`src/rpn_pkg.sv`:
```
// Shared types and constants for the ray pick nearest node block.
package rpn_pkg;

  localparam int MUL_BITS = 32;

  typedef struct packed {
    logic                       start;
    logic signed [MUL_BITS-1:0] a;
    logic signed [MUL_BITS-1:0] b;
  } rpn_mul_req_t;

endpackage

```
`src/rpn_mul.sv`:
```
// Bit-serial signed 32x32 multiplier: one multiplier bit per cycle, shift and add.
module rpn_mul (
  input  logic                                   clk,
  input  logic                                   rst,
  input  rpn_pkg::rpn_mul_req_t                  req,
  output logic                                   done,
  output logic signed [2*rpn_pkg::MUL_BITS-1:0]  product
);
  import rpn_pkg::*;

  localparam int CNT_BITS = $clog2(MUL_BITS);

  logic [MUL_BITS-1:0] mcand;
  logic [MUL_BITS-1:0] hi;
  logic [MUL_BITS-1:0] lo;
  logic [CNT_BITS-1:0] cnt;
  logic                neg;
  logic                run;
  logic                fix;
  logic [MUL_BITS:0]   sum;

  assign sum = {1'b0, hi} + (lo[0] ? {1'b0, mcand} : '0);

  always_ff @(posedge clk) begin
    if (rst) begin
      run  <= 1'b0;
      fix  <= 1'b0;
      done <= 1'b0;
    end else begin
      done <= fix && !req.start && !run;
      if (req.start) begin
        mcand <= req.a[MUL_BITS-1] ? (~req.a + 1'b1) : req.a;
        lo    <= req.b[MUL_BITS-1] ? (~req.b + 1'b1) : req.b;
        hi    <= '0;
        neg   <= req.a[MUL_BITS-1] ^ req.b[MUL_BITS-1];
        cnt   <= '0;
        run   <= 1'b1;
      end else if (run) begin
        hi  <= sum[MUL_BITS:1];
        lo  <= {sum[0], lo[MUL_BITS-1:1]};
        cnt <= cnt + 1'b1;
        if (cnt == CNT_BITS'(MUL_BITS - 1)) begin
          run <= 1'b0;
          fix <= 1'b1;
        end
      end else if (fix) begin
        // sign correction is its own step, after the last shift-add step
        product <= neg ? -$signed({hi, lo}) : $signed({hi, lo});
        fix     <= 1'b0;
      end
    end
  end

endmodule

```
`src/ray_pick_nearest_node.sv`:
```
// Ray picking: nearest node to a ray line and nearest intersected node.
//
// Input stream s_*: one transaction per item. s_tuser is the opcode (0 loads
// the ray origin and direction and starts a query, 1 is a node). s_tlast
// marks the final item of the query; its result goes out on m_* as one
// transaction holding both picked ids and their found flags.
// The user must write offsets on cfg_we/cfg_index/cfg_data only while the
// block is idle; the block itself does not enforce this. A node item runs
// 13 products through one bit-serial multiplier (each: load, 32 shift-add
// steps, sign fix, handoff) plus its setup and update states; a node that
// is not ahead of the ray origin stops after 3 products. The multiplier
// takes one multiplier bit per cycle.
// s_tready is high only while no item is in progress; a result waiting in
// the output register does not block the next item, but a later result
// waits until m_tready takes the one ahead of it.
// Reset (rst, synchronous) clears offsets, the ray and the query.
module ray_pick_nearest_node #(
  parameter int ID_BITS    = 20,
  parameter int COORD_BITS = 32
) (
  input  logic         clk,
  input  logic         rst,
  input  logic         s_tvalid,
  output logic         s_tready,
  // node_id[19:0], pos_x[51:20], pos_y[83:52], pos_z[115:84], dir_x[147:116],
  // dir_y[179:148], dir_z[211:180], node_radius[242:212], zero fill
  input  logic [247:0] s_tdata,
  // opcode[0]
  input  logic         s_tuser,
  input  logic         s_tlast,
  output logic         m_tvalid,
  input  logic         m_tready,
  // closest_id[19:0], closest_found[20], hit_id[40:21], hit_found[41], zero fill
  output logic [47:0]  m_tdata,
  input  logic         cfg_we,
  input  logic [1:0]   cfg_index,
  input  logic [31:0]  cfg_data
);
  import rpn_pkg::*;

  localparam int C = COORD_BITS;
  localparam logic [19:0] ID_MASK =
    (ID_BITS >= 20) ? 20'hFFFFF : 20'((64'd1 << ID_BITS) - 64'd1);
  localparam logic signed [C+1:0] CMAX = (C+2)'((64'sd1 <<< (C-1)) - 64'sd1);
  localparam logic signed [C+1:0] CMIN = -CMAX - (C+2)'(1);
  localparam logic signed [65:0] S32MAX = 66'sh7FFFFFFF;
  localparam logic signed [65:0] S32MIN = -S32MAX - 66'sd1;

  localparam logic [1:0] REG_OFF_X = 2'd0;
  localparam logic [1:0] REG_OFF_Y = 2'd1;
  localparam logic [1:0] REG_OFF_Z = 2'd2;

  localparam logic       OP_START = 1'b0;

  localparam logic [2:0] ST_IDLE  = 3'd0;
  localparam logic [2:0] ST_DIFF  = 3'd1;
  localparam logic [2:0] ST_MUL   = 3'd2;
  localparam logic [2:0] ST_WAIT  = 3'd3;
  localparam logic [2:0] ST_FRONT = 3'd4;
  localparam logic [2:0] ST_UPD   = 3'd5;
  localparam logic [2:0] ST_DONE  = 3'd6;

  localparam logic [2:0] PH_DOT  = 3'd0;
  localparam logic [2:0] PH_PROJ = 3'd1;
  localparam logic [2:0] PH_LINE = 3'd2;
  localparam logic [2:0] PH_ORG  = 3'd3;
  localparam logic [2:0] PH_RAD  = 3'd4;

  function automatic logic signed [31:0] sat_c(input logic signed [C+1:0] x);
    if (x > CMAX) return 32'(CMAX);
    if (x < CMIN) return 32'(CMIN);
    return 32'(x);
  endfunction

  function automatic logic signed [31:0] sat_32(input logic signed [65:0] x);
    if (x > S32MAX) return 32'(S32MAX);
    if (x < S32MIN) return 32'(S32MIN);
    return 32'(x);
  endfunction

  logic [2:0]              state;
  logic [2:0]              phase;
  logic [1:0]              lane;

  logic signed [C-1:0]     off [3];
  logic signed [C-1:0]     org [3];
  logic signed [31:0]      dir [3];
  logic signed [C-1:0]     pos [3];
  logic [19:0]             in_id;
  logic [C-2:0]            rad;
  logic                    in_last;

  logic signed [31:0]      d [3];
  logic signed [31:0]      o [3];
  logic signed [31:0]      e [3];
  logic signed [31:0]      t;
  logic signed [65:0]      dot_sum;
  logic signed [65:0]      h;
  logic [63:0]             line_sq;
  logic [63:0]             org_sq;
  logic [63:0]             rad_sq;

  logic [63:0]             best_line;
  logic [63:0]             best_hit;
  logic [19:0]             best_line_id;
  logic [19:0]             best_hit_id;
  logic                    line_found;
  logic                    hit_seen;

  rpn_mul_req_t            req;
  logic                    mul_done;
  logic signed [63:0]      prod;

  rpn_mul u_mul (
    .clk     (clk),
    .rst     (rst),
    .req     (req),
    .done    (mul_done),
    .product (prod)
  );

  assign s_tready = (state == ST_IDLE);

  always_comb begin
    req.start = (state == ST_MUL);
    req.a     = d[lane];
    req.b     = dir[lane];
    unique case (phase)
      PH_DOT: begin
        req.a = d[lane];
        req.b = dir[lane];
      end
      PH_PROJ: begin
        req.a = t;
        req.b = dir[lane];
      end
      PH_LINE: begin
        req.a = e[lane];
        req.b = e[lane];
      end
      PH_ORG: begin
        req.a = o[lane];
        req.b = o[lane];
      end
      PH_RAD: begin
        req.a = $signed(32'(rad));
        req.b = $signed(32'(rad));
      end
      default: begin
        req.a = d[lane];
        req.b = dir[lane];
      end
    endcase
  end

  always_ff @(posedge clk) begin
    if (rst) begin
      state        <= ST_IDLE;
      phase        <= PH_DOT;
      lane         <= '0;
      m_tvalid     <= 1'b0;
      best_line    <= '1;
      best_hit     <= '1;
      best_line_id <= '0;
      best_hit_id  <= '0;
      line_found   <= 1'b0;
      hit_seen     <= 1'b0;
      for (int i = 0; i < 3; i++) begin
        off[i] <= '0;
        org[i] <= '0;
        dir[i] <= '0;
      end
    end else begin
      // a new result loaded in ST_DONE keeps the valid flag up
      if (m_tvalid && m_tready && !(state == ST_DONE && in_last)) m_tvalid <= 1'b0;

      if (cfg_we) begin
        unique case (cfg_index)
          REG_OFF_X: off[0] <= cfg_data[C-1:0];
          REG_OFF_Y: off[1] <= cfg_data[C-1:0];
          REG_OFF_Z: off[2] <= cfg_data[C-1:0];
          default: ;
        endcase
      end

      unique case (state)
        ST_IDLE: begin
          if (s_tvalid) begin
            in_last <= s_tlast;
            if (s_tuser == OP_START) begin
              org[0] <= s_tdata[20 +: C];
              org[1] <= s_tdata[52 +: C];
              org[2] <= s_tdata[84 +: C];
              dir[0] <= s_tdata[116 +: 32];
              dir[1] <= s_tdata[148 +: 32];
              dir[2] <= s_tdata[180 +: 32];
              best_line    <= '1;
              best_hit     <= '1;
              best_line_id <= '0;
              best_hit_id  <= '0;
              line_found   <= 1'b0;
              hit_seen     <= 1'b0;
              state        <= ST_DONE;
            end else begin
              in_id  <= s_tdata[19:0] & ID_MASK;
              pos[0] <= s_tdata[20 +: C];
              pos[1] <= s_tdata[52 +: C];
              pos[2] <= s_tdata[84 +: C];
              rad    <= s_tdata[212 +: (C-1)];
              state  <= ST_DIFF;
            end
          end
        end
        ST_DIFF: begin
          for (int i = 0; i < 3; i++) begin
            d[i] <= sat_c((C+2)'(pos[i]) + (C+2)'(off[i]) - (C+2)'(org[i]));
            o[i] <= sat_c((C+2)'(pos[i]) - (C+2)'(org[i]));
          end
          dot_sum <= '0;
          h       <= '0;
          line_sq <= '0;
          org_sq  <= '0;
          phase   <= PH_DOT;
          lane    <= '0;
          state   <= ST_MUL;
        end
        ST_MUL: begin
          state <= ST_WAIT;
        end
        ST_WAIT: begin
          if (mul_done) begin
            lane <= (lane == 2'd2 || phase == PH_RAD) ? 2'd0 : lane + 2'd1;
            unique case (phase)
              PH_DOT: begin
                dot_sum <= dot_sum + 66'(prod);
                h       <= h + 66'(prod >>> 2);
                state   <= (lane == 2'd2) ? ST_FRONT : ST_MUL;
              end
              PH_PROJ: begin
                e[lane] <= sat_32(66'(35'(d[lane]) - 35'(prod >>> 30)));
                if (lane == 2'd2) phase <= PH_LINE;
                state <= ST_MUL;
              end
              PH_LINE: begin
                line_sq <= line_sq + $unsigned(prod);
                if (lane == 2'd2) phase <= PH_ORG;
                state <= ST_MUL;
              end
              PH_ORG: begin
                org_sq <= org_sq + $unsigned(prod);
                if (lane == 2'd2) phase <= PH_RAD;
                state <= ST_MUL;
              end
              PH_RAD: begin
                rad_sq <= $unsigned(prod);
                state  <= ST_UPD;
              end
              default: state <= ST_UPD;
            endcase
          end
        end
        ST_FRONT: begin
          // the exact dot product decides whether the node lies ahead
          if (dot_sum > 66'sd0) begin
            t     <= sat_32(h >>> 28);
            phase <= PH_PROJ;
            state <= ST_MUL;
          end else begin
            state <= ST_DONE;
          end
        end
        ST_UPD: begin
          if (line_sq < best_line) begin
            best_line    <= line_sq;
            best_line_id <= in_id;
            line_found   <= 1'b1;
          end
          if (line_sq <= rad_sq && org_sq < best_hit) begin
            best_hit    <= org_sq;
            best_hit_id <= in_id;
            hit_seen    <= 1'b1;
          end
          state <= ST_DONE;
        end
        ST_DONE: begin
          if (!in_last) begin
            state <= ST_IDLE;
          end else if (!m_tvalid || m_tready) begin
            m_tdata <= {6'd0, hit_seen, hit_seen ? best_hit_id : 20'd0,
                        line_found, line_found ? best_line_id : 20'd0};
            m_tvalid     <= 1'b1;
            best_line    <= '1;
            best_hit     <= '1;
            best_line_id <= '0;
            best_hit_id  <= '0;
            line_found   <= 1'b0;
            hit_seen     <= 1'b0;
            state        <= ST_IDLE;
          end
        end
        default: state <= ST_IDLE;
      endcase
    end
  end

endmodule
```
`config.mk`:
```
export PLATFORM = sky130hd
export DESIGN_NAME = ray_pick_nearest_node
export DESIGN_NICKNAME = d
export VERILOG_FILES = /design/src/rpn_pkg.sv /design/src/rpn_mul.sv /design/src/ray_pick_nearest_node.sv
export SDC_FILE = /design/constraint.sdc
export NUM_CORES = 2
export LEC_CHECK = 0
export BUFFER_PORTS_ARGS = -buffer_cell sky130_fd_sc_hd__buf_4
export CELL_PAD_IN_SITES_DETAIL_PLACEMENT = 1
export CELL_PAD_IN_SITES_GLOBAL_PLACEMENT = 2
export CORE_MARGIN = 2
export CORE_UTILIZATION = 45
export DETAILED_ROUTE_END_ITERATION = 10
export GPL_ROUTABILITY_DRIVEN = 1
export MAX_ROUTING_LAYER = met4
export PLACE_DENSITY = 0.85
export SYNTH_ARGS = -nofsm -noshare
export SYNTH_HDL_FRONTEND = slang
export SYNTH_HIERARCHICAL = 1
export SYNTH_SLANG_ARGS = --single-unit
```
`constraint.sdc`:
```
create_clock -name clk -period 33.1 [get_ports clk]
set_input_delay 1.655 -clock clk [delete_from_list [all_inputs] [get_ports clk]]
set_output_delay 1.655 -clock clk [all_outputs]
set_load 0.02 [all_outputs]
```
==> impl_metrics.tcl <==
set metrics [dict create \
    place_ws_ns 26.75 \
    hold_viol 0 \
    use_met1_pct 36.4 \
    grt_pass1_vias 73900 \
    met2_usage_pct 50.6 \
    fin_ws_ns 26.65 \
    pwr-share-seq_pct 39.8 \
    drv_slew 0 \
    cts_tree "done" \
    ctsHtreeMaxLevel 4 \
    syn_area_sq_um 93200 \
    ir_worst_vdd_mv 0.0636 \
    switching_power_uw 1970 \
    synth_xor_area_share_pct 5.15 \
    hp-class "flop to flop" \
    hpwl_microns 244000 \
    grt_overflow 0 \
    crit_buf_inv 2 \
    utilization_pct 50.5 \
    wl_microns 316000 \
    worst_slew_pin_slew_ns 1.31 \
    drc 0 \
    cp.depth 16 \
    setup_violations 0 \
    cts.sinks 1472 \
    required_ns 33.79 \
    yosys.area_share.simple_pct 12.3 \
    antenna_found_initial 12 \
    synthFlopType "edfxtp_1" \
    rows 167 \
    clockBufferDepth 3 \
    cap_violations 0 \
    hold_slack_ns 0.447 \
    dieWidth_microns 459 \
    reg2reg_slack_ns 26.65 \
    nNetsFinal 10500 \
    critical_path_class "flop to flop" \
    ant_nets 0 \
    muxShareOfSynthArea_pct 1.61 \
    cpPeakStageDelay_ns 0.85 \
    met3_usage_pct 2.93 \
    initial_core_util_pct 45.1 \
    wl_per_cell_microns 25.7 \
    synth_fa_ha_area_share_pct 12.1 \
    fmax_ghz 0.155 \
    ys_async_sr_fraction_pct 0 \
    gp_congestion 0.946 \
    via_per_inst 5.84 \
    ys_seq_area_share_pct 45.5 \
    grt_pass1_wl_microns 466000 \
    power.density_nw_per_um2 56.9 \
    synth_cell_types 102 \
    p_int_uw 3960 \
    syn_avg_cell_area_sq_um 10.1 \
    setup_tns_ns 0 \
    cp-end-kind "flop" \
    fill_cells 22600 \
    rsz0062_at_grt "false" \
    synth_warnings 6 \
    grt_max_degree 193 \
    grt_usage_pct 30.2 \
    reg2reg_depth 16 \
    synth_top_family_by_area "compound AO/OA/AOI/OAI gates" \
    critical_path.endpoint "e[0][13]" \
    num_vias 71700 \
    synth-compound-area-share_pct 18.1 \
    synth_edf_count 1288 \
    core_sq_um 206000 \
    period_share_pct 19.5 \
    cts_root_buf "clkbuf_16" \
    postCtsSetupBuffers 0 \
    die_height_microns 459 \
    ios 339 \
    cp_top_family "compound AO/OA/AOI/OAI gates" \
    hold_buffers 0 \
    path_cells "buf_4 > nor2_1 > a21oi_1 > inv_1 > ha_1 > nor2b_1 > o21ai_0 > a21boi_1 > o31ai_1 > o2111ai_1 > a22o_1 > o41ai_2 > mux2i_1 > a21o_1 > o211a_1 > a31o_2" \
    clockPowerShare_pct 32.6 \
    drt_iter0_markers 4736 \
    min_period_ns 6.45 \
    crit_fanout 86 \
    ys_ff_latch 1472 \
    p_sw_share_pct 33.2 \
    critical-path-slowest-cell "o211a_1" \
    clk_pin_slew_ns 0.06 \
    die_area_sq_um 211000 \
    skew_ns 0.0483 \
    p_comb_share_pct 27.6 \
    rr_endpoint "e[0][13]" \
    p_leak_uw 0.0432 \
    drtPass1Iterations 5 \
    top_usage_layer "met2" \
    crit_arrival_ns 7.14 \
    outcome "finished clean" \
    post_cts_resized 0 \
    numCtsBuffers 171 \
    syn_inst 9188 \
    drive_above_1_share_pct 8.35 \
    portBuffers 327 \
    startpoint_type "flop" \
    worstSkewPairLatency_ns 0.85 \
    syn_to_final_growth_pct 11.8 \
    max_slew_margin_pct 11.8 \
]
## cell usage in the layout (no fill, tap or decap), types with 113 or more instances in the layout
cell type and instances:
o21a_1 113, xnor2_1 345, inv_1 922, xor2_1 201, and2_1 333, nand3_1 146, edfxtp_1 1288, ha_1 718
clkbuf_16 173, dfxtp_1 182, mux2i_1 140, a21o_1 447, nand4_1 130, nand2_1 441, o21ai_0 483, nor2_1 637
a21oi_1 739, buf_4 411, o22a_1 129
## worst reg2reg max path, stage by stage (launching register included)
cell and delay, ns:
dfxtp_4 0.72, buf_4 0.79, nor2_1 0.15, a21oi_1 0.48, inv_1 0.10, ha_1 0.28, nor2b_1 0.13, o21ai_0 0.25
a21boi_1 0.19, o31ai_1 0.53, o2111ai_1 0.34, a22o_1 0.33, o41ai_2 0.41, mux2i_1 0.24, a21o_1 0.15, o211a_1 0.85
a31o_2 0.37
## registers in the layout, summed over array words and instances (netlist names), 42 cells and up, named ones only
register and flops:
d 96, dir 96, e 96, o 96, off 96, org 96
pos 96, dot_sum 66, h 66, best_hit 64, best_line 64, line_sq 64
org_sq 64, rad_sq 64, u_mul/product 64, m_tdata 42
## per-layer routing
metal,vias to the layer above,wire [microns]
met3,482,12000
met1,36000,131000
li1,33700,-
met4,0,17800
met2,1579,155000
met5,-,0
## area by class of cell
type	instances	area (sq um)	area share [%]
Inverter	923	3460	3.33
Multi-Input combinational cell	6432	46100	44.3
Antenna cell	12	30.0	0.0288
Sequential cell	1472	42400	40.7
Timing Repair Buffer	413	3130	3.00
Clock inverter	107	1120	1.08
Tap cell	2704	3380	3.25
Clock buffer	215	4560	4.37
## power by group through the flow
| stage | Clock, uW | Combinational, uW | Sequential, uW |
|---|---|---|---|
| final | 1930 | 1640 | 2360 |
| after global routing | 2030 | 1800 | 2370 |
| after CTS | 1970 | 1630 | 2360 |
| after detailed placement | 0 | 1620 | 2400 |
| after global placement | 0 | 1570 | 2390 |
| after floorplan | 0 | 1130 | 2370 |
## Yosys cell counts (16+ instances only)
library cell / number / area (sq um)
edfxtp_1: 1288 / 38700
or2_2: 33 / 206
dfxtp_1: 184 / 3680
a22oi_1: 35 / 263
o211ai_1: 44 / 330
ha_1: 718 / 8980
or4_1: 22 / 165
clkbuf_1: 301 / 1130
buf_2: 27 / 135
a21oi_1: 744 / 3720
buf_1: 28 / 105
xor2_1: 201 / 1760
nand4_1: 130 / 813
nor3_1: 98 / 490
xnor2_1: 347 / 3040
and4_1: 16 / 140
mux2i_1: 140 / 1400
a211oi_1: 55 / 413
nand2b_1: 111 / 694
o31ai_1: 71 / 533
o21a_1: 113 / 848
or3_1: 35 / 219
o22a_1: 129 / 1130
o21bai_1: 98 / 736
and3_1: 57 / 357
nor2_1: 640 / 2400
nand3_1: 146 / 731
a21o_1: 447 / 3360
a221oi_1: 17 / 149
nand2_1: 443 / 1660
and2_1: 334 / 2090
nor2b_1: 108 / 676
a31oi_1: 48 / 300
o21ai_0: 488 / 2440
fa_1: 105 / 2100
nor4_1: 47 / 294
inv_1: 923 / 3460
maj3_1: 19 / 190
a2111oi_0: 18 / 158
a31o_2: 16 / 140
o22ai_1: 86 / 538
a211o_1: 20 / 175
o41ai_1: 32 / 280
## metrics by stage
step,instances,cell area (sq um),power (uW)
floorplan,9193,93200,3500
global placement,11900,98500,3960
detailed placement,11900,98500,4010
CTS,12300,104000,5960
global route,12300,104000,6200
finish,12300,104000,5930
## cell families (layout without fill, tap and decap cells)
family,count (synthesis),count (layout)
compound gates,2607,2607
xor+xnor,548,548
fa+ha+maj,842,842
buf+inv,1289,1658
flops,1472,1472
mux,149,149
other cells,1,18
simple gates,2280,2280
## worst min-delay path by stage
stage / from / endpoint / cells past startpoint
after global routing: best_line_id[12] / best_line_id[12] / 2
after detailed placement: best_line_id[7] / best_line_id[7] / 2
after CTS: best_line_id[7] / best_line_id[7] / 2
after global placement: best_line_id[11] / best_line_id[11] / 2
final: best_line_id[7] / best_line_id[7] / 2
after floorplan: u_mul/run / u_mul/done / 1
(Power assumes the default switching activity.)
